`config.mk`:
```
export PLATFORM = sky130hd
export DESIGN_NAME = byte_ring_buffer_core_flat
export DESIGN_NICKNAME = d
export VERILOG_FILES = /design/src/rtl/core/brb_pkg.sv /design/src/rtl/core/brb_in_if.sv /design/src/rtl/core/brb_out_if.sv /design/src/rtl/core/brb_cfg_if.sv /design/src/rtl/core/byte_ring_buffer_core.sv /design/src/rtl/core/brb_ctrl.sv /design/src/rtl/core/brb_store.sv /design/src/flat_wrapper.sv
export SDC_FILE = /design/constraint.sdc
export NUM_CORES = 2
export LEC_CHECK = 0
export BUFFER_PORTS_ARGS = -buffer_cell sky130_fd_sc_hd__buf_2
export CAP_MARGIN = 40
export CORE_UTILIZATION = 45
export DETAILED_ROUTE_END_ITERATION = 6
export GPL_TIMING_DRIVEN = 0
export PLACE_DENSITY_LB_ADDON = 0.15
export REMOVE_ABC_BUFFERS = 1
export SYNTH_ARGS = -nofsm -noshare
export SYNTH_HDL_FRONTEND = slang
export SYNTH_SLANG_ARGS = --single-unit
```
`constraint.sdc`:
```
create_clock -name clk_i -period 11.5 [get_ports clk_i]
set_clock_uncertainty 0.2 [all_clocks]
set_input_delay 0.575 -clock clk_i [delete_from_list [all_inputs] [get_ports clk_i]]
set_output_delay 0.575 -clock clk_i [all_outputs]
set_load 0.02 [all_outputs]
```
`src/rtl/core/brb_pkg.sv`:
```
// Shared types and constants for the byte ring buffer.
// No dependencies; imported by the interfaces and every module.
package brb_pkg;

  localparam int CNT_W  = 9;
  localparam int BYTE_W = 8;
  localparam int CMD_W  = 3;

  typedef enum logic [CMD_W-1:0] {
    CMD_PUSH    = 3'd0,
    CMD_POP     = 3'd1,
    CMD_PEEK    = 3'd2,
    CMD_DISCARD = 3'd3,
    CMD_ADVANCE = 3'd4,
    CMD_CLEAR   = 3'd5
  } brb_cmd_e;

  typedef struct packed {
    logic [CMD_W-1:0]  command;
    logic [BYTE_W-1:0] data_in;
    logic [CNT_W-1:0]  amount;
  } brb_in_t;

  typedef struct packed {
    logic [BYTE_W-1:0] data_out;
    logic              accepted;
    logic [CNT_W-1:0]  amount_done;
    logic [CNT_W-1:0]  fill_level;
    logic [CNT_W-1:0]  free_space;
  } brb_out_t;

  // store access request from control to store
  typedef struct packed {
    logic              we;
    logic              re;
    logic [BYTE_W-1:0] wdata;
  } brb_mem_req_t;

  // registered result fields, data byte joined in at the top
  typedef struct packed {
    logic              rd_hit;
    logic              accepted;
    logic [CNT_W-1:0]  amount_done;
    logic [CNT_W-1:0]  fill_level;
    logic [CNT_W-1:0]  free_space;
  } brb_res_t;

endpackage

```
`src/rtl/core/brb_in_if.sv`:
```
// Command channel of the byte ring buffer: valid, ready and one command beat.
// Depends on brb_pkg.
interface brb_in_if import brb_pkg::*; ();
  logic    valid;
  logic    ready;
  brb_in_t payload;

  modport source (output valid, output payload, input ready);
  modport sink   (input valid, input payload, output ready);
endinterface

```
`src/rtl/core/brb_out_if.sv`:
```
// Result channel of the byte ring buffer: valid, ready and one result beat.
// Depends on brb_pkg.
interface brb_out_if import brb_pkg::*; ();
  logic     valid;
  logic     ready;
  brb_out_t payload;

  modport source (output valid, output payload, input ready);
  modport sink   (input valid, input payload, output ready);
endinterface

```
`src/rtl/core/brb_cfg_if.sv`:
```
// Capacity write channel of the byte ring buffer.
// Depends on brb_pkg.
interface brb_cfg_if import brb_pkg::*; ();
  logic             valid;
  logic             ready;
  logic [CNT_W-1:0] data;

  modport source (output valid, output data, input ready);
  modport sink   (input valid, input data, output ready);
endinterface

```
`src/rtl/core/byte_ring_buffer_core.sv`:
```
// Top level of the byte ring buffer: control state plus byte store.
// Depends on brb_pkg, brb_in_if, brb_out_if, brb_cfg_if, brb_ctrl, brb_store.
//
// Usage:
//   in_i   carries one command beat (push, pop, peek, discard, advance, clear).
//   out_o  returns exactly one result beat per command, in order.
//   cfg_i  writes the capacity in use (0 reads as 1, above DEPTH as DEPTH);
//          a write also empties the FIFO. cfg_i is always ready; write it
//          only while no result is outstanding.
// Timing: a result appears in the cycle after its command beat is taken.
// Throughput: one command per cycle unless out_o stalls; each command does
//   at most one pointer add/wrap and store access, registered with its result.
// Stall: the result register holds while out_o.ready is low; in_i.ready
//   stays high as long as the result register is empty or draining, so a
//   new command enters in the same cycle the previous result leaves.
// Reset: pointers and count go to zero and capacity to min(256, DEPTH);
//   the store is not cleared and no clearing pass runs.
module byte_ring_buffer_core import brb_pkg::*; #(
  parameter int DEPTH = 256
) (
  input  logic      clk_i,
  input  logic      rst_ni,
  brb_in_if.sink    in_i,
  brb_out_if.source out_o,
  brb_cfg_if.sink   cfg_i
);

  localparam int AW = $clog2(DEPTH);

  brb_mem_req_t      req;
  logic [AW-1:0]     addr;
  logic [BYTE_W-1:0] rdata;
  brb_res_t          res;

  brb_ctrl #(.DEPTH(DEPTH), .AW(AW)) u_ctrl (
    .clk_i       (clk_i),
    .rst_ni      (rst_ni),
    .in_i        (in_i),
    .cfg_i       (cfg_i),
    .out_ready_i (out_o.ready),
    .out_valid_o (out_o.valid),
    .res_o       (res),
    .req_o       (req),
    .addr_o      (addr)
  );

  brb_store #(.DEPTH(DEPTH), .AW(AW)) u_store (
    .clk_i   (clk_i),
    .req_i   (req),
    .addr_i  (addr),
    .rdata_o (rdata)
  );

  always_comb begin
    out_o.payload.data_out    = res.rd_hit ? rdata : '0;
    out_o.payload.accepted    = res.accepted;
    out_o.payload.amount_done = res.amount_done;
    out_o.payload.fill_level  = res.fill_level;
    out_o.payload.free_space  = res.free_space;
  end

endmodule

```
`src/rtl/core/brb_ctrl.sv`:
```
// Pointer, count and capacity state with the result register.
// Depends on brb_pkg, brb_in_if and brb_cfg_if.
module brb_ctrl import brb_pkg::*; #(
  parameter int DEPTH = 256,
  parameter int AW    = $clog2(DEPTH)
) (
  input  logic         clk_i,
  input  logic         rst_ni,
  brb_in_if.sink       in_i,
  brb_cfg_if.sink      cfg_i,
  input  logic         out_ready_i,
  output logic         out_valid_o,
  output brb_res_t     res_o,
  output brb_mem_req_t req_o,
  output logic [AW-1:0] addr_o
);

  localparam int CapRst = (DEPTH < 256) ? DEPTH : 256;
  localparam int SW     = CNT_W + 1;

  logic [AW-1:0]    back_q, front_q;
  logic [CNT_W-1:0] held_q, cap_q;
  logic             out_valid_q;
  brb_res_t         res_q, res_d;

  logic             accept;
  logic [CNT_W-1:0] free_now, held_d, done, amt, cap_wr;
  logic             ok, rd, use_front, upd_front, upd_back, clr;
  logic [SW-1:0]    step, sum, wrapped;
  logic [AW-1:0]    base_ptr, ptr_n;

  assign in_i.ready  = !out_valid_q || out_ready_i;
  assign cfg_i.ready = 1'b1;
  assign accept      = in_i.valid && in_i.ready;
  assign free_now    = cap_q - held_q;
  assign amt         = in_i.payload.amount;

  always_comb begin
    ok        = 1'b0;
    rd        = 1'b0;
    done      = '0;
    step      = '0;
    held_d    = held_q;
    use_front = 1'b0;
    upd_front = 1'b0;
    upd_back  = 1'b0;
    clr       = 1'b0;
    req_o     = '{we: 1'b0, re: 1'b0, wdata: in_i.payload.data_in};
    unique case (brb_cmd_e'(in_i.payload.command))
      CMD_PUSH: begin
        ok        = (held_q != cap_q);
        use_front = 1'b1;
        upd_front = ok;
        step      = SW'(ok);
        held_d    = held_q + CNT_W'(ok);
        req_o.we  = ok && accept;
      end
      CMD_POP: begin
        ok       = (held_q != '0);
        rd       = ok;
        upd_back = ok;
        step     = SW'(ok);
        held_d   = held_q - CNT_W'(ok);
      end
      CMD_PEEK: begin
        ok   = (amt < held_q);
        rd   = ok;
        step = ok ? SW'(amt) : '0;
      end
      CMD_DISCARD: begin
        done     = (amt < held_q) ? amt : held_q;
        upd_back = 1'b1;
        step     = SW'(done);
        held_d   = held_q - done;
      end
      CMD_ADVANCE: begin
        done      = (amt < free_now) ? amt : free_now;
        use_front = 1'b1;
        upd_front = 1'b1;
        step      = SW'(done);
        held_d    = held_q + done;
      end
      CMD_CLEAR: begin
        clr    = 1'b1;
        held_d = '0;
      end
      default: begin
      end
    endcase
    req_o.re = rd && accept;
  end

  // one shared add and conditional subtract for every pointer move
  assign base_ptr = use_front ? front_q : back_q;
  assign sum      = SW'(base_ptr) + step;
  assign wrapped  = (sum >= SW'(cap_q)) ? (sum - SW'(cap_q)) : sum;
  assign ptr_n    = AW'(wrapped);
  assign addr_o   = (brb_cmd_e'(in_i.payload.command) == CMD_PEEK) ? ptr_n : base_ptr;

  assign cap_wr = (cfg_i.data == '0)           ? CNT_W'(1) :
                  (32'(cfg_i.data) > DEPTH)    ? CNT_W'(DEPTH) : cfg_i.data;

  always_comb begin
    res_d.rd_hit      = rd;
    res_d.accepted    = ok;
    res_d.amount_done = done;
    res_d.fill_level  = held_d;
    res_d.free_space  = cap_q - held_d;
  end

  always_ff @(posedge clk_i or negedge rst_ni) begin
    if (!rst_ni) begin
      back_q      <= '0;
      front_q     <= '0;
      held_q      <= '0;
      cap_q       <= CNT_W'(CapRst);
      out_valid_q <= 1'b0;
    end else begin
      if (cfg_i.valid) begin
        cap_q   <= cap_wr;
        back_q  <= '0;
        front_q <= '0;
        held_q  <= '0;
      end else if (accept) begin
        held_q <= held_d;
        if (clr) begin
          back_q  <= '0;
          front_q <= '0;
        end else begin
          if (upd_front) front_q <= ptr_n;
          if (upd_back)  back_q  <= ptr_n;
        end
      end
      if (accept) begin
        out_valid_q <= 1'b1;
      end else if (out_ready_i) begin
        out_valid_q <= 1'b0;
      end
    end
  end

  always_ff @(posedge clk_i) begin
    if (accept) begin
      res_q <= res_d;
    end
  end

  assign out_valid_o = out_valid_q;
  assign res_o       = res_q;

endmodule

```
`src/rtl/core/brb_store.sv`:
```
// Byte store of the ring buffer: one write or one registered read per cycle.
// Depends on brb_pkg.
module brb_store import brb_pkg::*; #(
  parameter int DEPTH = 256,
  parameter int AW    = $clog2(DEPTH)
) (
  input  logic              clk_i,
  input  brb_mem_req_t      req_i,
  input  logic [AW-1:0]     addr_i,
  output logic [BYTE_W-1:0] rdata_o
);

  logic [BYTE_W-1:0] mem [DEPTH];
  logic [BYTE_W-1:0] rdata_q;

  always_ff @(posedge clk_i) begin
    if (req_i.we) begin
      mem[addr_i] <= req_i.wdata;
    end
    if (req_i.re) begin
      rdata_q <= mem[addr_i];
    end
  end

  assign rdata_o = rdata_q;

endmodule
```
`src/flat_wrapper.sv`:
```
// flat-port wrapper written by rule: the top's interface ports become plain ports
module byte_ring_buffer_core_flat import brb_pkg::*;
#(
  parameter int DEPTH = 256
)
  (clk_i, rst_ni, in_i_valid, in_i_payload, in_i_ready, out_o_valid, out_o_payload, out_o_ready, cfg_i_valid, cfg_i_data, cfg_i_ready);
  brb_in_if in_i_i ();
  brb_out_if out_o_i ();
  brb_cfg_if cfg_i_i ();
  input  logic clk_i;
  input  logic rst_ni;
  input wire logic [$bits(in_i_i.valid)-1:0] in_i_valid;
  input wire logic [$bits(in_i_i.payload)-1:0] in_i_payload;
  output wire logic [$bits(in_i_i.ready)-1:0] in_i_ready;
  output wire logic [$bits(out_o_i.valid)-1:0] out_o_valid;
  output wire logic [$bits(out_o_i.payload)-1:0] out_o_payload;
  input wire logic [$bits(out_o_i.ready)-1:0] out_o_ready;
  input wire logic [$bits(cfg_i_i.valid)-1:0] cfg_i_valid;
  input wire logic [$bits(cfg_i_i.data)-1:0] cfg_i_data;
  output wire logic [$bits(cfg_i_i.ready)-1:0] cfg_i_ready;
  assign in_i_i.valid = in_i_valid;
  assign in_i_i.payload = in_i_payload;
  assign in_i_ready = in_i_i.ready;
  assign out_o_valid = out_o_i.valid;
  assign out_o_payload = out_o_i.payload;
  assign out_o_i.ready = out_o_ready;
  assign cfg_i_i.valid = cfg_i_valid;
  assign cfg_i_i.data = cfg_i_data;
  assign cfg_i_ready = cfg_i_i.ready;
  byte_ring_buffer_core #(.DEPTH(DEPTH)) u_core (.clk_i(clk_i), .rst_ni(rst_ni), .in_i(in_i_i), .out_o(out_o_i), .cfg_i(cfg_i_i));
endmodule
```
# Word-level counts from Yosys, hierarchy flattened
# Memory sizes are Yosys's and may differ from the RTL's. A register that Yosys moved wholly into a read port is not among the register bits.
# Cells that the tools add are included.
dict set report totals {
  regBits 64
  mem_bits_rw 2048
  input_bits 34
  out_inout_bits 39
  word_cells 77
  mem_count 1
}
dict set report op_classes {
  add_sub_neg 8
  n_lt_le_gt_ge 4
  eq_ne 6
  n_mux 33
  reduce_logical 15
}
# memory depth word_bits rd rd_ports_with_merged_regs write_ports line
set memory_table {}
lappend memory_table {u_core.u_store.mem 256 8 1 1 1 brb_store.sv:13} ;# logic [BYTE_W-1:0] mem [DEPTH];
# op n
set op_table {}
lappend op_table {{$mux 8} 12}
lappend op_table {{$pmux 9 s5} 2}
lappend op_table {{$mux 9} 7}
lappend op_table {{$sub 9x9->9} 3}
lappend op_table {{$lt 9x9->1} 2}
lappend op_table {{$pmux 9 s2} 1}
lappend op_table {{$add 8x9->10} 1}
lappend op_table {{$ge 10x9->1} 1}
lappend op_table {{$add 9x1->9} 1}
lappend op_table {{$add 9x9->9} 1}
lappend op_table {{$gt 9x9->1 const B} 1}
lappend op_table {{$logic_not 9->1} 1}
lappend op_table {{$ne 9x9->1} 1}
lappend op_table {{$reduce_bool 9->1} 1}
lappend op_table {{$sub 9x1->9} 1}
lappend op_table {{$sub 8x8->8} 1}
lappend op_table {{$mux 1} 7}
lappend op_table {{$eq 3x2->1 const B} 2}
lappend op_table {{$eq 3x3->1 const B} 2}
lappend op_table {{$pmux 1 s2} 3}
lappend op_table {{$reduce_bool 3->1} 2}
lappend op_table {{$reduce_and 2->1} 2}
lappend op_table {{$reduce_bool 2->1} 2}
lappend op_table {{$eq 3x1->1 const B} 1}
lappend op_table {{other kinds (6)} 8}

# Logic depth before layout (Yosys ltp)
dict set report logic_depth {
  depth_word 11
  ltp_mapped 51
  ltp_nobuf 43
}

# Modules after synthesis
# From an unflattened synthesis, not the netlist that was laid out.
dict set report unflattened {
  cells_unflattened 4255
  hier_area_um2 84621.2
}
# mod instances cells_per_inst area_per_inst_um2 seq_area_each_um2
set by_module_without_submodules {}
lappend by_module_without_submodules {brb_store 1 3547 78572.9 61739.2}
lappend by_module_without_submodules {brb_ctrl 1 700 5998.3 1747.9}
lappend by_module_without_submodules {byte_ring_buffer_core 1 8 50.0 0.0}

# Worst setup path after synthesis
# No wires, ideal clock.
dict set report synth_timing {
  path_type {register to register}
  from {register u_core.u_ctrl.held_q[1]}
  to {memory u_core.u_store.mem[103][0], enable pin}
  setup_time_ns 0.370
  arrival_ns 8.619
  required_ns 10.930
  slack_ns 2.310
  path_stages_with_launch 47
  path_buffers 9
  period_less_slack_ns 9.190
  cell_sequence {dfrtp_1 -> inv_1 -> ha_1 -> nor2b_1 -> o21ai_0 -> nand2b_1 -> a21o_1 -> a21o_1 -> a21o_1 -> a21oi_1 -> xnor2_1 -> inv_1 -> ha_1 -> nand4_1 -> or3_1 -> and3_1 -> clkbuf_1 -> clkbuf_1 -> [11 not listed] -> ha_1 -> nand4_1 -> o211ai_1 -> o21bai_1 -> a31oi_1 -> o211ai_1 -> a211oi_2 -> nor3_2 -> buf_6 -> buf_6 -> buf_6 -> buf_6 -> buf_4 -> buf_2 -> nor2_1 -> nand2_1 -> buf_2 -> nor2_1}
}
dict set report synth_via {
  elab_chain_len 8
  word_cells_on_any_way 18
  cone_classes {add/sub: 3; order compare: 3; eq/ne: 1; mux: 9; reduce/logical: 2}
}
# element line
set synth_rtl {}
lappend synth_rtl {{start: declaration} brb_ctrl.sv:22} ;# logic [CNT_W-1:0] held_q, cap_q;
lappend synth_rtl {{start signal: assignment} brb_ctrl.sv:125} ;# held_q <= held_d;
lappend synth_rtl {{$sub 9x9->9} brb_ctrl.sv:35} ;# assign free_now = cap_q - held_q;
lappend synth_rtl {{$lt 9x9->1} brb_ctrl.sv:77} ;# done = (amt < free_now) ? amt : free_now;
lappend synth_rtl {{$mux 9} brb_ctrl.sv:77}
lappend synth_rtl {{$pmux 9 s5} brb_ctrl.sv:49} ;# unique case (brb_cmd_e'(in_i.payload.command))
lappend synth_rtl {{$add 8x9->10} brb_ctrl.sv:95} ;# assign sum = SW'(base_ptr) + step;
lappend synth_rtl {{$sub 8x8->8 / $ge 10x9->1 (equally long branches)} brb_ctrl.sv:96} ;# assign wrapped = (sum >= SW'(cap_q)) ? (sum - SW'(cap_q)) : sum;
lappend synth_rtl {{$mux 8} brb_ctrl.sv:96}
lappend synth_rtl {{$mux 8} brb_ctrl.sv:98} ;# assign addr_o = (brb_cmd_e'(in_i.payload.command) == CMD_PEEK) ? ptr_n : base_ptr;
lappend synth_rtl {{end: declaration} brb_store.sv:13}
# Several ways; a longest one is shown, not always the timed one.

# Worst setup path in the final report
dict set report layout_timing {
  from {register u_core.u_ctrl.held_q[2]}
  to {memory u_core.u_store.mem[170][7], enable pin}
}
# Same word-level chain as after synthesis.

==> reports/qor.csv <==
stage,metric,value,unit
routing,top_layer_used,met5,
pwr,p_leak,32.9,nW
logic_synthesis,async_reset_ff_share,1.65,%
min_path,hold_path_end,u_core.u_ctrl.cap_q[8]$_DFFE_PN1P_,
global_route,grt_pass1_wl,367,mm
routing,vias,54000,
sta,period_share,96.0,%
clock_tree,htree_levels,4,
cells_and_area,syn_to_final_growth,15.4,%
sta,worstMarginPinSlew,1020,ps
routing,drt_pass1_iterations,6,
logic_synthesis,synth-edff-count,2085,
pwr,p_sw,8.45,mW
critical_path,r2r_slack,460,ps
die,dieArea,195000,um2
min_path,hp-class,in2reg,
critical_path,critPathBufInv,6,
die,ios,73,
pwr,sw_frac_of_total,35.3,%
die,die-height,442,um
critical_path,crit_path_top_delay_cell,nor2_1,
pwr,p_int,15.5,mW
critical_path,worstSetupStartpointType,register,
routing,vias_per_cell,6.07,
sta,setup-tns-final,0,ps
clock_tree,cts-root-buf,clkbuf_16,
pwr,clkPwrFrac,29.1,%
routing,drtIter0Drc,6091,
min_path,hold_start,cfg_i_valid,
critical_path,r2r_start,u_core.u_ctrl.held_q[2]$_DFFE_PN0P_,
routing,drtAntennaViolNets,0,
placement,routabilityCongestion,0.852,
critical_path,critPathTopFamily,compound AO/OA/AOI/OAI gates,
routing,wl_per_cell,28.7,um
routing,wl_met2,121,mm
clock_tree,cts_tree,done,
critical_path,crit_required,11770,ps
routing,met3_wirelength,20.7,mm
critical_path,critical_path.startpoint,u_core.u_ctrl.held_q[2]$_DFFE_PN0P_,
logic_synthesis,seq_area_frac_synth,72.9,%
cells_and_area,drive_gt1_share,13.6,%
pwr,pwr-share-comb,35.0,%
logic_synthesis,ys_ff_latch,2120,
pwr,powerDensity,238,nW/um2
sta,drv_slew,0,
global_route,grt_pass1_vias,51300,
die,num_rows,161,
routing,routed_wirelength,256,mm
critical_path,rr_worst_depth,39,
global_route,antenna_found_initial,6,
critical_path,cp-end-kind,register,
placement,port_buffers,71,
pwr,peakVddDrop,0.172,mV
run,cap_violations,0,
clock_tree,cts_buffer_depth,3,
logic_synthesis,syn_area_per_cell,14.5,um2
clock_tree,clk_pin_slew_worst_paths,60,ps
min_path,holdPathStages,3,
clock_tree,insertion_delay,860,ps
global_route,grtUsageTotal,25.7,%
logic_synthesis,ys_warn_count,0,
die,core,192000,um2
sta,fmax,90.6,MHz
global_route,grt_max_degree,141,
status,status,completed,
cells_and_area,final_area,101000,um2
critical_path,worst_ep_arrival_time,11310,ps
cells_and_area,nFillCells,15700,
critical_path,path_max_fanout,16,
placement,dpl_cell_area,92900,um2
sta,setup_viol,0,
routing,wl_met1,107,mm
die,initial_core_util,45.3,%
cells_and_area,nets,6285,
logic_synthesis,synth-main-ff-cell,edfxtp_1,
logic_synthesis,synth_cell_types,89,
critical_path,max_stage_delay,880,ps
clock_tree,cts_inserted_buffers,212,
sta,hold_viol,0,
routing,drc,0,
sta,rsz0062_at_grt,true,
critical_path,rr_endpoint,u_core.u_store.mem[170][7]$_DFFE_PP_,
clock_tree,cts_sinks,2120,
die,die_x,442,um
logic_synthesis,postSynthCellCount,6028,
sta,fin_crit,11040,ps
placement,hpwlAfterDp,163,mm
global_route,gr-total-overflow,0,
logic_synthesis,syn-cell-area,87100,um2
critical_path,criticalPathCategory,reg2reg,
sta,hold_ws,35.5,ps
pwr,pwr-share-seq,35.9,%
placement,dp_worst_setup_slack,-1670,ps
sta,fin_ws,457,ps
sta,relSlewSlack,31.7,%
worst min-delay path, stage by stage:
cell     delay (ps)
buf_2           280
nand2_1         120
o21ai_0          80
metal layers:
metal	global-route usage, %	up-vias
li1	-	23600
met1	36.6	27700
met3	4.16	352
met4	7.59	2
met5	0	-
met2	40.6	2386
worst max-delay path by stage:
| stage | slack [ps] | cells past startpoint | to |
|---|---|---|---|
| after global routing | -100 | 41 | u_core.u_store.mem[160][6]$_DFFE_PP_ |
| after global placement | -52420 | 40 | u_core.u_store.rdata_o[7]$_DFFE_PP_ |
| after floorplan | -23760 | 40 | u_core.u_store.rdata_o[0]$_DFFE_PP_ |
| after detailed placement | -1670 | 46 | u_core.u_store.rdata_o[1]$_DFFE_PP_ |
| final | 460 | 39 | u_core.u_store.mem[170][7]$_DFFE_PP_ |
| after CTS | 70 | 51 | u_core.u_store.rdata_o[6]$_DFFE_PP_ |
flip-flops by register name, indices dropped and copies added (netlist names):
register / count
u_core.u_ctrl.back_q: 8
u_core.u_ctrl.out_valid_o: 1
u_core.u_ctrl.res_o: 29
u_core.u_ctrl.held_q: 9
u_core.u_ctrl.cap_q: 9
u_core.u_store.mem: 2048
u_core.u_store.rdata_o: 8
u_core.u_ctrl.front_q: 8
cell usage in the layout (no fill, tap or decap), types with 33 or more instances in the layout:
cell,count
a211oi_1,55
a21oi_1,555
a221oi_1,66
a22oi_1,230
a32oi_1,94
buf_16,66
buf_2,68
buf_4,68
buf_8,86
clkbuf_1,55
clkbuf_16,215
clkinv_1,60
dfrtp_1,33
edfxtp_1,2085
ha_1,58
inv_1,53
mux2i_1,111
mux4_2,106
nand2_1,1049
nand3_1,133
nand4_1,37
nor2_1,313
o21ai_0,51
through the flow:
stage / power (mW) / instances / utilization (%)
2_1_floorplan: 14.5 / 5616 / -
3_3_place_gp: 16.3 / 8213 / 46.0
3_5_place_dp: 16.8 / 8443 / 48.3
4_1_cts: 23.8 / 8882 / 52.1
5_1_grt: 24.8 / 8902 / 52.3
6_report: 23.9 / 8906 / 52.3
power groups by stage:
| stage | combinational [mW] | clock [mW] | sequential, mW |
|---|---|---|---|
| floorplan | 5.72 | 0 | 8.77 |
| global placement | 7.54 | 0 | 8.79 |
| detailed placement | 8.04 | 0 | 8.76 |
| CTS | 8.19 | 7.04 | 8.60 |
| global route | 8.84 | 7.33 | 8.60 |
| finish | 8.37 | 6.96 | 8.60 |
cell families (layout without fill, tap and decap cells):
| logic type | Yosys count | count (layout) | share of synthesized area (%) |
|---|---|---|---|
| DFF | 2120 | 2120 | 72.9 |
| buffers and inverters | 468 | 812 | 2.82 |
| xor gates and xnor gates | 38 | 38 | 0.382 |
| and+or+nand+nor | 1772 | 1774 | 8.57 |
| AOI/OAI and AO/OA | 1341 | 1341 | 10.3 |
| other | 1 | 7 | 0.00430 |
| muxes | 225 | 225 | 4.12 |
| adders and majority gates | 63 | 63 | 0.948 |
cell usage after synthesis, drive strengths merged, types with 54 or more instances:
library cell     n  area, um2
buf            277       1740
mux2i          112       1120
nand3          133        666
ha              58        726
nor2           353       1350
o21ai           59        295
a211oi          58        440
clkbuf         135        508
nand2         1068       4010
a22oi          231       1730
mux4           106       2390
inv             54        203
a32oi           94        823
a21oi          559       2800
edfxtp        2085      62600
a221oi          70        638
repair_timing:
action	CTS	global route
resized for setup	23	37
pin swaps	9	8
endpoints found under the setup margin	1782	1624
endpoints found under the hold margin	138	0
setup buffers	16	10
gates cloned	1	2
hold buffers	22	0
layout make-up:
| cell class | count | area, um2 | share of cell area (%) |
|---|---|---|---|
| flip-flops and latches | 2120 | 63500 | 63.1 |
| clock inverters | 130 | 1350 | 1.34 |
| well taps | 2526 | 3160 | 3.14 |
| inverters | 56 | 210 | 0.209 |
| multi-input cells | 3442 | 21800 | 21.7 |
| clock buffers | 270 | 5580 | 5.54 |
| diodes | 6 | 15.0 | 0.0149 |
| repair buffers | 356 | 4960 | 4.93 |
Power figures use the tool's default switching activity.
